File: src/sv/wdt_pkg.sv
package wdt_pkg;

   // Table geometry.
   localparam int NUM_TIMERS = 16;
   localparam int IDX_W      = (NUM_TIMERS > 1) ? $clog2(NUM_TIMERS) : 1;
   localparam int CNT_W      = $clog2(NUM_TIMERS + 1);

   // Field widths.
   localparam int CMD_W     = 3;
   localparam int STAT_W    = 3;
   localparam int REQ_IDX_W = 4;
   localparam int DELAY_W   = 32;
   localparam int TICK_W    = DELAY_W - 1;
   localparam int HND_W     = 16;
   localparam int PRM_W     = 32;
   localparam int PAY_W     = HND_W + PRM_W;

   typedef enum logic [CMD_W-1:0] {
      CMD_CREATE = 3'd0,
      CMD_DELETE = 3'd1,
      CMD_START  = 3'd2,
      CMD_CANCEL = 3'd3,
      CMD_TICK   = 3'd4
   } cmd_type;

   typedef enum logic [STAT_W-1:0] {
      STAT_OK      = 3'd0,
      STAT_INVALID = 3'd1,
      STAT_FULL    = 3'd2,
      STAT_EXPIRY  = 3'd3,
      STAT_QUIET   = 3'd4
   } status_type;

   typedef enum logic [1:0] {
      FSM_IDLE,
      FSM_SCAN,
      FSM_FINISH
   } fsm_type;

   typedef struct packed {
      status_type             status;
      logic [REQ_IDX_W-1:0]   index;
      logic [HND_W-1:0]       handler;
      logic [PRM_W-1:0]       param;
      logic                   last;
   } result_type;

   // Half the requested delay, truncated toward zero, and never below one tick.
   function automatic logic [TICK_W-1:0] half_delay(input logic [DELAY_W-1:0] d);
      logic [TICK_W-1:0] mag;
      mag = d[DELAY_W-1:1];
      if (d[DELAY_W-1] || (mag == '0)) begin
         return TICK_W'(1);
      end
      return mag;
   endfunction

endpackage

File: src/sv/wdt_ram.sv
module wdt_ram #(
   parameter int WIDTH = 8,
   parameter int DEPTH = 16,
   localparam int AW   = (DEPTH > 1) ? $clog2(DEPTH) : 1
) (
   input  logic             clock,
   input  logic             we,
   input  logic [AW-1:0]    waddr,
   input  logic [WIDTH-1:0] wdata,
   input  logic             re,
   input  logic [AW-1:0]    raddr,
   output logic [WIDTH-1:0] rdata
);

   logic [WIDTH-1:0] mem_ff [DEPTH];
   logic [WIDTH-1:0] rdata_ff;

   // One write port and one registered read port; read data holds while re is low.
   always_ff @(posedge clock) begin
      if (we) begin
         mem_ff[waddr] <= wdata;
      end
      if (re) begin
         rdata_ff <= mem_ff[raddr];
      end
   end

   assign rdata = rdata_ff;

endmodule

File: src/sv/watchdog_timer_table_core.sv
// Create, delete, start and cancel: the result passes through the held-result register and
// then the output register; the next transaction is taken once it is in the output register.
// Tick: one pass over the tick and handler memories, one slot per cycle while no expiry
// waits behind a held one for the output register; expiries stream out during the pass.
// The closing result follows the pass; the next transaction is taken once it is in the output register.
// Synchronous active-high reset clears all slot-in-use flags and the control state;
// the tick, handler and parameter memories are not cleared and need no clearing pass.
module watchdog_timer_table_core
   import wdt_pkg::*;
(
   input  logic                        clock,
   input  logic                        reset,
   input  logic                        req_valid,
   output logic                        req_ready,
   input  logic [CMD_W-1:0]            req_command,
   input  logic [REQ_IDX_W-1:0]        req_timer_index,
   input  logic signed [DELAY_W-1:0]   req_delay,
   input  logic [HND_W-1:0]            req_handler_id,
   input  logic signed [PRM_W-1:0]     req_handler_param,
   output logic                        rsp_valid,
   input  logic                        rsp_ready,
   output logic [STAT_W-1:0]           rsp_status,
   output logic [REQ_IDX_W-1:0]        rsp_result_index,
   output logic [HND_W-1:0]            rsp_expired_handler,
   output logic signed [PRM_W-1:0]     rsp_expired_param,
   output logic                        rsp_last
);

   fsm_type                state_ff, state_in;
   logic [NUM_TIMERS-1:0]  in_use_ff, in_use_in;
   result_type             out_ff, out_in;
   logic                   out_valid_ff, out_valid_in;
   result_type             pend_ff, pend_in;
   logic                   pend_valid_ff, pend_valid_in;
   logic [CNT_W-1:0]       rd_cnt_ff, rd_cnt_in;
   logic                   proc_valid_ff, proc_valid_in;
   logic [IDX_W-1:0]       proc_idx_ff, proc_idx_in;

   logic                   accept;
   logic                   out_free;
   cmd_type                cmd;
   logic [IDX_W-1:0]       slot;
   logic                   slot_ok;
   logic                   free_found;
   logic [IDX_W-1:0]       free_slot;

   result_type             cmd_res;
   logic                   set_use, clr_use;
   logic                   acc_we, acc_pay_we;
   logic [IDX_W-1:0]       acc_waddr;
   logic [TICK_W-1:0]      acc_wticks;

   logic                   ticks_we, ticks_re, pay_we;
   logic [IDX_W-1:0]       ticks_waddr, ticks_raddr;
   logic [TICK_W-1:0]      ticks_wdata, ticks_rdata;
   logic [PAY_W-1:0]       pay_wdata, pay_rdata;

   logic [TICK_W-1:0]      p_ticks;
   logic [HND_W-1:0]       p_handler;
   logic [PRM_W-1:0]       p_param;
   logic                   p_active, p_expire;
   result_type             exp_res;
   logic                   stall, advance;
   logic                   scan_done;

   // Tick counts, and handler with parameter, in two small memories.
   wdt_ram #(.WIDTH(TICK_W), .DEPTH(NUM_TIMERS)) u_ticks_ram (
      .clock (clock),
      .we    (ticks_we),
      .waddr (ticks_waddr),
      .wdata (ticks_wdata),
      .re    (ticks_re),
      .raddr (ticks_raddr),
      .rdata (ticks_rdata)
   );

   wdt_ram #(.WIDTH(PAY_W), .DEPTH(NUM_TIMERS)) u_pay_ram (
      .clock (clock),
      .we    (pay_we),
      .waddr (acc_waddr),
      .wdata (pay_wdata),
      .re    (ticks_re),
      .raddr (ticks_raddr),
      .rdata (pay_rdata)
   );

   assign req_ready = (state_ff == FSM_IDLE);
   assign accept    = req_valid && req_ready;
   assign out_free  = !out_valid_ff || rsp_ready;
   assign cmd       = cmd_type'(req_command);
   assign slot      = req_timer_index[IDX_W-1:0];
   assign slot_ok   = (int'(req_timer_index) < NUM_TIMERS) && in_use_ff[slot];
   assign pay_wdata = {req_handler_id, req_handler_param};

   // Lowest free slot.
   always_comb begin
      free_found = 1'b0;
      free_slot  = '0;
      for (int i = NUM_TIMERS - 1; i >= 0; i--) begin
         if (!in_use_ff[i]) begin
            free_found = 1'b1;
            free_slot  = IDX_W'(i);
         end
      end
   end

   // Decode of a single-result command at the accepting edge.
   always_comb begin
      cmd_res        = '0;
      cmd_res.status = STAT_INVALID;
      cmd_res.last   = 1'b1;
      set_use        = 1'b0;
      clr_use        = 1'b0;
      acc_we         = 1'b0;
      acc_pay_we     = 1'b0;
      acc_waddr      = slot;
      acc_wticks     = '0;
      case (cmd)
         CMD_CREATE: begin
            if (free_found) begin
               cmd_res.status = STAT_OK;
               cmd_res.index  = REQ_IDX_W'(free_slot);
               set_use        = 1'b1;
               acc_we         = 1'b1;
               acc_waddr      = free_slot;
            end else begin
               cmd_res.status = STAT_FULL;
            end
         end
         CMD_DELETE: begin
            if (slot_ok) begin
               cmd_res.status = STAT_OK;
               clr_use        = 1'b1;
            end
         end
         CMD_START: begin
            if (slot_ok) begin
               cmd_res.status = STAT_OK;
               acc_we         = 1'b1;
               acc_pay_we     = 1'b1;
               acc_wticks     = half_delay(req_delay);
            end
         end
         CMD_CANCEL: begin
            if (slot_ok) begin
               cmd_res.status = STAT_OK;
               acc_we         = 1'b1;
            end
         end
         CMD_TICK: begin
         end
         default: begin
         end
      endcase
   end

   // Slot under the scan: the registered read data arrives in the cycle after its address.
   assign p_ticks   = ticks_rdata;
   assign p_handler = pay_rdata[PAY_W-1:PRM_W];
   assign p_param   = pay_rdata[PRM_W-1:0];
   assign p_active  = proc_valid_ff && in_use_ff[proc_idx_ff] && (p_ticks != '0);
   assign p_expire  = p_active && (p_ticks == TICK_W'(1)) && (p_handler != '0);

   always_comb begin
      exp_res         = '0;
      exp_res.status  = STAT_EXPIRY;
      exp_res.index   = REQ_IDX_W'(proc_idx_ff);
      exp_res.handler = p_handler;
      exp_res.param   = p_param;
      exp_res.last    = 1'b0;
   end

   // An expiry behind a held one needs the output register free.
   assign stall     = p_expire && pend_valid_ff && !out_free;
   assign advance   = (state_ff == FSM_SCAN) && !stall;
   assign scan_done = (rd_cnt_ff == CNT_W'(NUM_TIMERS)) && !proc_valid_ff;

   // Next state.
   always_comb begin
      state_in = state_ff;
      case (state_ff)
         FSM_IDLE: begin
            if (accept) begin
               state_in = (cmd == CMD_TICK) ? FSM_SCAN : FSM_FINISH;
            end
         end
         FSM_SCAN: begin
            if (scan_done) begin
               state_in = FSM_FINISH;
            end
         end
         FSM_FINISH: begin
            if (out_free) begin
               state_in = FSM_IDLE;
            end
         end
         default: begin
            state_in = FSM_IDLE;
         end
      endcase
   end

   // Datapath control per state.
   always_comb begin
      in_use_in     = in_use_ff;
      ticks_we      = 1'b0;
      ticks_waddr   = acc_waddr;
      ticks_wdata   = acc_wticks;
      ticks_re      = 1'b0;
      ticks_raddr   = rd_cnt_ff[IDX_W-1:0];
      pay_we        = 1'b0;
      pend_in       = pend_ff;
      pend_valid_in = pend_valid_ff;
      out_in        = out_ff;
      out_valid_in  = out_valid_ff && !rsp_ready;
      rd_cnt_in     = rd_cnt_ff;
      proc_valid_in = proc_valid_ff;
      proc_idx_in   = proc_idx_ff;
      case (state_ff)
         FSM_IDLE: begin
            rd_cnt_in     = '0;
            proc_valid_in = 1'b0;
            if (accept && (cmd != CMD_TICK)) begin
               ticks_we      = acc_we;
               pay_we        = acc_pay_we;
               pend_in       = cmd_res;
               pend_valid_in = 1'b1;
               if (set_use) begin
                  in_use_in[acc_waddr] = 1'b1;
               end
               if (clr_use) begin
                  in_use_in[acc_waddr] = 1'b0;
               end
            end
         end
         FSM_SCAN: begin
            if (advance) begin
               // Issue the read of the next slot.
               if (rd_cnt_ff < CNT_W'(NUM_TIMERS)) begin
                  ticks_re      = 1'b1;
                  proc_valid_in = 1'b1;
                  proc_idx_in   = rd_cnt_ff[IDX_W-1:0];
                  rd_cnt_in     = rd_cnt_ff + CNT_W'(1);
               end else begin
                  proc_valid_in = 1'b0;
               end
               // Count down the slot whose data is here.
               if (p_active) begin
                  ticks_we    = 1'b1;
                  ticks_waddr = proc_idx_ff;
                  ticks_wdata = p_ticks - TICK_W'(1);
               end
               // Hold each expiry until the next one shows it is not the last.
               if (p_expire) begin
                  if (pend_valid_ff) begin
                     out_in       = pend_ff;
                     out_valid_in = 1'b1;
                  end
                  pend_in       = exp_res;
                  pend_valid_in = 1'b1;
               end
            end
         end
         FSM_FINISH: begin
            if (out_free) begin
               if (pend_valid_ff) begin
                  out_in = pend_ff;
               end else begin
                  out_in        = '0;
                  out_in.status = STAT_QUIET;
               end
               out_in.last   = 1'b1;
               out_valid_in  = 1'b1;
               pend_valid_in = 1'b0;
            end
         end
         default: begin
         end
      endcase
   end

   // Control registers.
   always_ff @(posedge clock) begin
      if (reset) begin
         state_ff      <= FSM_IDLE;
         in_use_ff     <= '0;
         out_valid_ff  <= 1'b0;
         pend_valid_ff <= 1'b0;
         proc_valid_ff <= 1'b0;
         rd_cnt_ff     <= '0;
      end else begin
         state_ff      <= state_in;
         in_use_ff     <= in_use_in;
         out_valid_ff  <= out_valid_in;
         pend_valid_ff <= pend_valid_in;
         proc_valid_ff <= proc_valid_in;
         rd_cnt_ff     <= rd_cnt_in;
      end
   end

   // Payload registers.
   always_ff @(posedge clock) begin
      out_ff      <= out_in;
      pend_ff     <= pend_in;
      proc_idx_ff <= proc_idx_in;
   end

   assign rsp_valid           = out_valid_ff;
   assign rsp_status          = out_ff.status;
   assign rsp_result_index    = out_ff.index;
   assign rsp_expired_handler = out_ff.handler;
   assign rsp_expired_param   = out_ff.param;
   assign rsp_last            = out_ff.last;

`ifndef NO_ASSERTIONS
   // Nothing is held or in flight once the block is back at rest.
   assert property (@(posedge clock) disable iff (reset)
      (state_ff == FSM_IDLE) |-> (!pend_valid_ff && !proc_valid_ff))
      else $error("held result or scan slot left over in idle");

   // A scan only writes back the slot whose data it holds, and only a slot in use.
   assert property (@(posedge clock) disable iff (reset)
      (ticks_we && (state_ff == FSM_SCAN)) |-> (proc_valid_ff && in_use_ff[proc_idx_ff]))
      else $error("tick write-back without a live slot");

   // The closing result of every transaction carries the last flag.
   assert property (@(posedge clock) disable iff (reset)
      ((state_ff == FSM_FINISH) && out_free) |=> (rsp_valid && rsp_last))
      else $error("closing result without last flag");

   // The read counter never runs past the table.
   assert property (@(posedge clock) disable iff (reset)
      rd_cnt_ff <= CNT_W'(NUM_TIMERS))
      else $error("scan counter overran the table");
`endif

endmodule
File: config.mk
export PLATFORM = sky130hd
export DESIGN_NAME = watchdog_timer_table_core
export DESIGN_NICKNAME = d
export VERILOG_FILES = /design/src/sv/wdt_pkg.sv /design/src/sv/wdt_ram.sv /design/src/sv/watchdog_timer_table_core.sv
export SDC_FILE = /design/constraint.sdc
export NUM_CORES = 1
export LEC_CHECK = 0
export BUFFER_PORTS_ARGS = -buffer_cell sky130_fd_sc_hd__buf_4
export CORE_UTILIZATION = 34
export DETAILED_ROUTE_END_ITERATION = 16
export SETUP_SLACK_MARGIN = 0.02
export SYNTH_ARGS = -nofsm -noshare
export SYNTH_HDL_FRONTEND = slang
export SYNTH_SLANG_ARGS = --single-unit
File: constraint.sdc
create_clock -name clock -period 7.1 [get_ports clock]
set_input_delay 0.355 -clock clock [delete_from_list [all_inputs] [get_ports clock]]
set_output_delay 0.355 -clock clock [all_outputs]
set_load 0.01 [all_outputs]
After elaboration in Yosys (flattened, before gate mapping)
Memory sizes are Yosys's and may differ from the RTL's. A register that Yosys moved wholly into a read port is not among the register bits. Index checks and enable logic that the tools add are counted.

Output and inout port bits: 58. Bits in writable memories: 1264. Memories kept: 2. Logic and storage cells: 194. Input bits: 91. Flip-flop bits (word level): 142.

Memory list: u_pay_ram.mem_ff (words 16, bits a word 48, rd ports 1, clocked after Yosys merged registers in 1, wr ports 1, RTL line wdt_ram.sv:15) `logic [WIDTH-1:0] mem_ff [DEPTH];`; u_ticks_ram.mem_ff (words 16, bits a word 31, rd ports 1, clocked after Yosys merged registers in 1, wr ports 1, RTL line wdt_ram.sv:15).

Add/subtract/negate cells: 2. Muxes and demuxes: 111. Equal/unequal tests: 17. Bitwise operators: 3. Reduce and logical (&&, ||, !) cells: 37. Order comparisons: 5.

Operators by type and width (count): 2-to-1 mux 56 bit (8); one-hot mux 56 bit (2 select lines) (2); 2-to-1 mux 31 bit (7); 2-to-1 mux 4 bit (23); 2-to-1 mux 16 bit (4); 2-to-1 mux 1 bit (49); equality test 31 x 1 -> 1 bit, second input constant (1); zero test 31 bit (1); nonzero test 31 bit (1); subtractor 31 x 1 -> 31 bit, second input constant (1); AND 16 bit (1); inverter 16 bit (1); bitwise OR 16 bit (1); nonzero test 16 bit (1); < comparator 4 x 5 -> 1 bit, second input constant (3); logical AND 1 bit (12); 2-to-1 mux 2 bit (5); 2-to-1 mux 5 bit (2); inequality test 2 bit, second input constant (5); one-hot mux 5 bit (2 select lines) (1); AND reduction 5 bit (2); AND reduction 3 bit (3); binary-select mux 1 bit (select 4 bit) (2); one-hot mux 1 bit (2 select lines) (4); 25 further kinds (35).

Depth between registers and ports, before layout
Gate-level depths: netlist of the first run.

Depth after elaboration: 28. Gate-level depth with buffers: 11. Mapped depth without buffers: 9.

Cells and area by module
A second synthesis of the first run with hierarchy kept.

Cell total of the unflattened synthesis: 2707. Area total of the unflattened synthesis: 57048.5 um2.

Modules (own cells, without submodules): wdt_ram at u_pay_ram (cells each 1242, area each 30171.4 um2, sequential area each 24503.5 um2, instances 1); wdt_ram at u_ticks_ram (cells each 812, area each 19558.8 um2, sequential area each 15825.2 um2, instances 1); watchdog_timer_table_core (cells each 653, area each 7318.3 um2, sequential area each 3973.8 um2, instances 1).

Worst setup path before layout of the first run
No wires, ideal clock.

Kind: register -> register. From: reg u_ticks_ram.rdata_ff[17], in the netlist u_ticks_ram.rdata[17], read port of u_ticks_ram.mem_ff. To: reg pend_ff[0] in the netlist's numbering, enable pin. Stages on the path, launching flop included: 9. Path buffers: 2. Library setup time: 0.536 ns. Setup slack: 0.590 ns. Arrival: 5.975 ns. Cell sequence: edfxtp_1 > or4_1 > buf_2 > or4_4 > nor4_2 > and3_1 > buf_4 > a21oi_1 > nor3_1.

Longest elaborated chain between the ends: 10. Elaborated cells between the ends (all ways): 12. Those cells by class: eq/ne (3); reduce/logical (9).

RTL lines: start: declaration (RTL line wdt_ram.sv:16) `logic [WIDTH-1:0] rdata_ff;`; nonzero test 31 bit (RTL line watchdog_timer_table_core.sv:161) `assign p_active = proc_valid_ff && in_use_ff[proc_idx_ff] && (p_ticks != '0);`; logical AND 1 bit (RTL line watchdog_timer_table_core.sv:161); logical AND 1 bit * (2 in a row) (RTL line watchdog_timer_table_core.sv:162) `assign p_expire = p_active && (p_ticks == TICK_W'(1)) && (p_handler != '0);`; logical AND 1 bit (2 in a row) (RTL line watchdog_timer_table_core.sv:174) `assign stall = p_expire && pend_valid_ff && !out_free;`; zero test 1 bit (RTL line watchdog_timer_table_core.sv:175) `assign advance = (state_ff == FSM_SCAN) && !stall;`; logical AND 1 bit (RTL line watchdog_timer_table_core.sv:175); inequality test 2 bit (no source line); AND reduction 4 bit (no source line) *; end signal: assignment (RTL line watchdog_timer_table_core.sv:304) `pend_ff <= pend_in;`; end: declaration (RTL line watchdog_timer_table_core.sv:33) `result_type pend_ff, pend_in;`.

Mark *: on every way between the ends. The rest lies on a longest branch, timed or not. A chain may end at the register's enable or synchronous reset.

Worst setup path in the final report of the first run
From: reg u_ticks_ram.rdata_ff[16], in the netlist u_ticks_ram.rdata[16], read port of u_ticks_ram.mem_ff. To: mem u_ticks_ram.mem_ff[3][29] in the netlist's numbering, enable pin.

Longest elaborated chain between the ends: 12. Elaborated cells between the ends (all ways): 17. Those cells by class: eq/ne (1); mux (8); reduce/logical (8).

RTL lines: nonzero test 31 bit (RTL line watchdog_timer_table_core.sv:161); logical AND 1 bit (RTL line watchdog_timer_table_core.sv:161); logical AND 1 bit (2 in a row) (RTL line watchdog_timer_table_core.sv:162); logical AND 1 bit (2 in a row) (RTL line watchdog_timer_table_core.sv:174); zero test 1 bit (RTL line watchdog_timer_table_core.sv:175); logical AND 1 bit (RTL line watchdog_timer_table_core.sv:175); 2-to-1 mux 1 bit (RTL line watchdog_timer_table_core.sv:237) `if (advance) begin`; one-hot mux 1 bit (2 select lines) (RTL line watchdog_timer_table_core.sv:219) `case (state_ff)`; 2-to-1 mux 1 bit (RTL line wdt_ram.sv:20) `if (we) begin`; 2-to-1 mux 1 bit (implied by the code) (RTL line wdt_ram.sv:21) `mem_ff[waddr] <= wdata;`; end: declaration (RTL line wdt_ram.sv:15).

Several ways; a longest one is shown, not always the timed one.

==> flow_summary.json, run 1 <==
{
  "status": "finished clean",
  "seq_area_frac_synth_pct": 77.8,
  "whs_endpoint": "state_ff[0]$_SDFFE_PP0P_",
  "cp-end-kind": "flop",
  "fin_skew_ns": 0.0311,
  "start_util_pct": 34.4,
  "wirelength_mm": 131,
  "antenna_found_initial": 17,
  "die_y_microns": 411,
  "drtIter0Drc": 2592,
  "cts_tree": "built",
  "wl_per_cell_microns": 25.8,
  "finalHoldViolations": 0,
  "timing.rr.end": "u_ticks_ram.mem_ff[3][29]$_DFFE_PP_",
  "maxSlewHeadroom_pct": 23.8,
  "synthFlopType": "edfxtp_1",
  "row_count": 149,
  "drc": 0,
  "drtAntennaViolNets": 0,
  "clock_latency_ns": 0.78,
  "cts_resized": 0,
  "synth-edff-count": 1458,
  "first_global_vias": 27200,
  "rrSetupSlack_ns": 2.12,
  "utilization_pct": 40.1,
  "rsz0062_at_grt": "false",
  "busiest_layer": "met2",
  "use_met3_pct": 3.56,
  "finalSetupViolations": 0,
  "num_io_pins": 149,
  "final_cell_mix": "edfxtp_1 (1458), mux4_2 (404), buf_4 (204), clkbuf_16 (152), and2_1 (102)",
  "track_usage_pct": 15.5,
  "final_common_cell": "edfxtp_1",
  "finalSetupTns_ns": 0,
  "core_area_sq_um": 166000,
  "synth_nets": 2602,
  "powerDensity_nw_per_um2": 266,
  "viasPerCell": 5.18,
  "die_w_microns": 411,
  "clockBufferDepth": 3,
  "crit_arrival_ns": 5.39,
  "final_max_slew_viol_count": 0,
  "h-tree-depth": 4,
  "clkTransAtPathRegs_ns": 0.06,
  "crit_type": "flop to flop",
  "power_mw": 17.7,
  "syn_to_final_growth_pct": 16.6,
  "netlist_area_sq_um": 57000,
  "max_freq_mhz": 201,
  "power_leakage_nw": 20.9,
  "grtUsageMet1_pct": 21.6,
  "min_path_cells": 5,
  "gp_congestion": 0.769,
  "postSynthAreaPerCell_sq_um": 22.8,
  "critPathLaunchType": "flop",
  "clock-sinks": 1484,
  "min_period_ns": 4.98,
  "final_net_count": 2886,
  "syn_inst": 2502,
  "grt-ovfl-total": 0,
  "yosysUniqueCellTypes": 61,
  "grt_util_met2_pct": 24.7,
  "fin_crit_sh_pct": 70.1,
  "grt_max_degree": 108,
  "dp_hpwl_mm": 70.0,
  "r2r-start": "u_ticks_ram.rdata[16]$_DFFE_PP_",
  "design.die.area_sq_um": 169000,
  "hold-worst-slack_ns": 0.0571,
  "hp-class": "input pin to flop",
  "ir_worst_vdd_v": 0.000260,
  "cap_violations": 0,
  "hold_path_startpoint": "req_command[0]",
  "r2r.worst_path.cells": 8,
  "dr.pass1.iters": 5,
  "vias": 26400,
  "critPathMaxFanout": 39,
  "ys_ff_latch": 1484,
  "yosysWarningCount": 0,
  "cp_data_required_time_ns": 7.51,
  "worst_slew_pin_slew_ns": 1.14,
  "cts_root_buffer": "clkbuf_16",
  "grt_pass1_wl_mm": 191,
  "cts_buffers": 148,
  "io_buffers": 147,
  "drive_above_1_share_pct": 29.5,
  "synth-async-reset-ratio_pct": 0
}
## how the worst max path moves through the flow
stage	startpoint	end	cells past startpoint
finish	u_ticks_ram.rdata[16]$_DFFE_PP_	u_ticks_ram.mem_ff[3][29]$_DFFE_PP_	8
global route	u_ticks_ram.rdata[16]$_DFFE_PP_	u_ticks_ram.mem_ff[3][29]$_DFFE_PP_	8
CTS	u_ticks_ram.rdata[16]$_DFFE_PP_	u_ticks_ram.mem_ff[3][8]$_DFFE_PP_	8
detailed placement	u_ticks_ram.rdata[16]$_DFFE_PP_	u_ticks_ram.mem_ff[3][7]$_DFFE_PP_	8
global placement	u_ticks_ram.rdata[16]$_DFFE_PP_	u_ticks_ram.mem_ff[1][7]$_DFFE_PP_	8
floorplan	u_ticks_ram.rdata[17]$_DFFE_PP_	pend_ff[0]$_DFFE_PP_	8
## power breakdown
group	internal (mW)	switching (mW)
Clock	4.27	3.23
Sequential	9.68	0.0435
Combinational	0.170	0.285
Total	14.1	3.55
## area by class of cell
type | instances | area [sq um]
sequential | 1484 | 44300
fill | 14300 | 99300
inverter | 17 | 66.3
multi-input combinational | 874 | 12500
timing repair buffer | 261 | 2140
antenna | 7 | 17.5
clock buffer | 194 | 3960
clock inverter | 66 | 629
tap | 2189 | 2740
## per-stage QoR
stage	worst slack, ns	area (sq um)	std cells
4_1_cts	2.02	66400	5085
3_5_place_dp	2.02	61300	4772
2_1_floorplan	0.590	57000	2502
3_3_place_gp	2.05	61300	4772
6_report	2.12	66400	5092
5_1_grt	1.84	66400	5090
## cell families (layout without fill, tap and decap cells)
| family | Yosys count | count (layout) | synth area share [%] |
|---|---|---|---|
| DFF | 1484 | 1484 | 77.8 |
| muxes | 404 | 404 | 16.0 |
| and+or+nand+nor | 303 | 303 | 2.97 |
| buffers and inverters | 144 | 538 | 1.00 |
| AOI/OAI and AO/OA | 130 | 130 | 1.66 |
| xor gates and xnor gates | 28 | 28 | 0.430 |
| adders and majority gates | 9 | 9 | 0.198 |
| other | 0 | 7 | 0 |
## layer usage
layer,wire length [microns],part of all wire (%)
met5,27,0.021
met4,2540,1.9
met3,8190,6.2
met2,63200,48
met1,57400,44
## synthesized netlist by cell type (all sizes together) (21+ instances only)
| cell type | count | area share, % |
|---|---|---|
| o2bb2ai | 29 | 0.45 |
| a21oi | 27 | 0.24 |
| buf | 43 | 0.34 |
| nand2 | 41 | 0.27 |
| and2 | 103 | 1.1 |
| mux4 | 404 | 16 |
| dfxtp | 26 | 0.91 |
| clkbuf | 84 | 0.55 |
| edfxtp | 1458 | 77 |
| nor4 | 21 | 0.25 |
| nor2 | 48 | 0.32 |
## sequential cells by signal, indices dropped and copies added, names as in the netlist
register             count
pend_ff                 55
u_ticks_ram.rdata       31
in_use_ff               16
rsp_valid                1
u_pay_ram.mem_ff       768
rsp_result_index         4
u_ticks_ram.mem_ff     496
rsp_expired_param       32
rsp_status               3
state_ff                 2
rsp_last                 1
rsp_expired_handler     16
pend_valid_ff            1
proc_valid_ff            1
proc_idx_ff              4
u_pay_ram.rdata         48
rd_cnt_ff                5
## what timing repair did
action                                  in CTS  in global routing
hold endpoints to repair                   790                  0
buffers inserted                             0                  0
hold buffers                                53                  0
endpoints found under the setup margin       0                  0
## critical path, cell delays in order, from the launching register on
cell	delay (ns)
edfxtp_1	0.49
or4_1	0.65
or4_4	0.58
nor4_2	0.48
o21ai_0	0.25
nand3_4	0.59
nand2_1	0.44
o32ai_4	0.58
buf_4	0.52
No activity file was read; power rests on OpenSTA's default activity.
==> run 2, diff against run 1 <==
Clock period 7.1 ns to 4.2 ns, I/O delays scaled along.
==> run 2 against run 1 <==
Setup slack lost 1.9 ns. Register-to-register slack lost 1.9 ns. Utilization increased by 0.52 points.
==> flow_summary.json, run 2 (synthesis results as in run 1) <==
{
  "grt-ovfl-total": 0,
  "cp-end-kind": "flop",
  "status": "finished clean",
  "maxSlewHeadroom_pct": 26.4,
  "top_regs": "u_pay_ram.mem_ff (768), u_ticks_ram.mem_ff (496), pend_ff (55)",
  "power_leakage_nw": 21.3,
  "cp-startpoint": "u_ticks_ram.rdata[16]$_DFFE_PP_",
  "start_util_pct": 34.4,
  "h-tree-depth": 4,
  "powerDensity_nw_per_um2": 441,
  "rsz0062_at_grt": "false",
  "cts_tree": "built",
  "critPathMaxFanout": 21,
  "max_freq_mhz": 251,
  "hp-class": "input pin to flop",
  "cts_buffers": 146,
  "syn_to_final_growth_pct": 18.1,
  "cp_data_required_time_ns": 4.61,
  "die_y_microns": 411,
  "clkTransAtPathRegs_ns": 0.06,
  "die_w_microns": 411,
  "drtAntennaViolNets": 0,
  "finalHoldViolations": 0,
  "clockBufferDepth": 3,
  "dr.pass1.iters": 7,
  "crit_type": "flop to flop",
  "largest_reg_flops": 768,
  "grt_max_degree": 81,
  "core_area_sq_um": 166000,
  "wirelength_mm": 130,
  "fin_crit_sh_pct": 94.8,
  "first_global_vias": 27100,
  "row_count": 149,
  "finalSetupTns_ns": 0,
  "num_io_pins": 149,
  "min_period_ns": 3.98,
  "drtIter0Drc": 2697,
  "clock-sinks": 1484,
  "regMostFlops": "u_pay_ram.mem_ff",
  "cts_root_buffer": "clkbuf_16",
  "final_area_sq_um": 67300,
  "worst_slew_pin_slew_ns": 1.10,
  "place_ws_ns": 0.152,
  "critPathLaunchType": "flop",
  "track_usage_pct": 15.4,
  "finalSetupViolations": 0,
  "final_net_count": 2934,
  "crit_arrival_ns": 4.39,
  "layout.cells.non_filler": 5138,
  "place_area_sq_um": 62100,
  "placed_cells": 4815,
  "hold_path_startpoint": "req_delay[9]",
  "postCtsSetupBuffers": 0,
  "drive_above_1_share_pct": 30.9,
  "fin_skew_ns": 0.0258,
  "timing.final.ws_setup_ns": 0.219,
  "design.die.area_sq_um": 169000,
  "drc": 0,
  "clock_latency_ns": 0.78,
  "final_cell_mix": "edfxtp_1 (1458), mux4_2 (404), buf_4 (206), clkbuf_16 (150), and2_1 (102)",
  "viasPerCell": 5.17,
  "cap_violations": 0,
  "ir_worst_vdd_v": 0.000243,
  "grt_pass1_wl_mm": 191,
  "vias": 26600,
  "final_max_slew_viol_count": 0,
  "dp_hpwl_mm": 71.4,
  "final_common_cell": "edfxtp_1",
  "gp_congestion": 0.786,
  "antenna_found_initial": 15,
  "io_buffers": 147,
  "r2r-start": "u_ticks_ram.rdata[16]$_DFFE_PP_",
  "utilization_pct": 40.6,
  "wl_per_cell_microns": 25.4
}
## run 2: cell types whose count changed in the layout (fill, tap and decap cells not counted), moves of 4 or more
cell,delta
diode_2,-4
buf_12,+41
clkbuf_1,-11
dlygate4sd3_1,+7
clkinv_2,+14
## run 2: through the flow
step / power [mW] / hold slack, ns
after global routing: 30.6 / 0.0667
after global placement: 17.5 / 0.481
after detailed placement: 17.5 / 0.489
final: 29.7 / 0.0463
after floorplan: 17.0 / 0.309
after CTS: 30.0 / 0.0155
## run 2: path summary, 6_finish.rpt
kind	end	slack, ns	cells past startpoint
max reg2reg	u_ticks_ram.mem_ff[8][7]$_DFFE_PP_	0.22	10
min	u_ticks_ram.mem_ff[8][8]$_DFFE_PP_	0.05	2
max	u_ticks_ram.mem_ff[8][7]$_DFFE_PP_	0.22	10
min reg2reg	rsp_last$_SDFFCE_PP1P_	0.50	1
## run 2: area by class of cell
type | count | area, sq um
fillers | 14300 | 98500
multi-input cells | 874 | 12600
clock buffers | 181 | 3870
diodes | 3 | 7.51
clock inverters | 79 | 659
flip-flops and latches | 1484 | 44300
well taps | 2189 | 2740
repair buffers | 311 | 3050
inverters | 17 | 67.6
## run 2: worst max-delay path: stages, from the launching register on
cell and delay, ns:
edfxtp_1 0.46, or4_1 0.65, or4_4 0.56, nor4_2 0.43, buf_4 0.18, o21ai_0 0.13, nand3_4 0.19, nand2_1 0.23
buf_4 0.24, o32ai_4 0.10, buf_4 0.44
## run 2: where the power goes
| group | switching (mW) | leakage [nW] | internal (mW) | total [mW] |
|---|---|---|---|---|
| sequential | 0.0663 | 14.5 | 16.4 | 16.4 |
| clock | 5.48 | 2.20 | 7.00 | 12.5 |
| combinational | 0.491 | 4.57 | 0.309 | 0.800 |
## run 2: metal layers
layer / global-route usage, % / part of all wire [%] / up-vias
met5: 0 / 0.069 / -
met4: 4.57 / 2.1 / 14
met3: 2.60 / 5.5 / 191
met2: 23.8 / 47 / 783
met1: 22.4 / 45 / 14300
li1: - / - / 11300
## run 2: what timing repair did
action | in CTS | in global routing
hold endpoints to repair | 874 | 0
hold buffers | 60 | 0
resized for setup | 0 | 3
endpoints found under the setup margin | 0 | 39
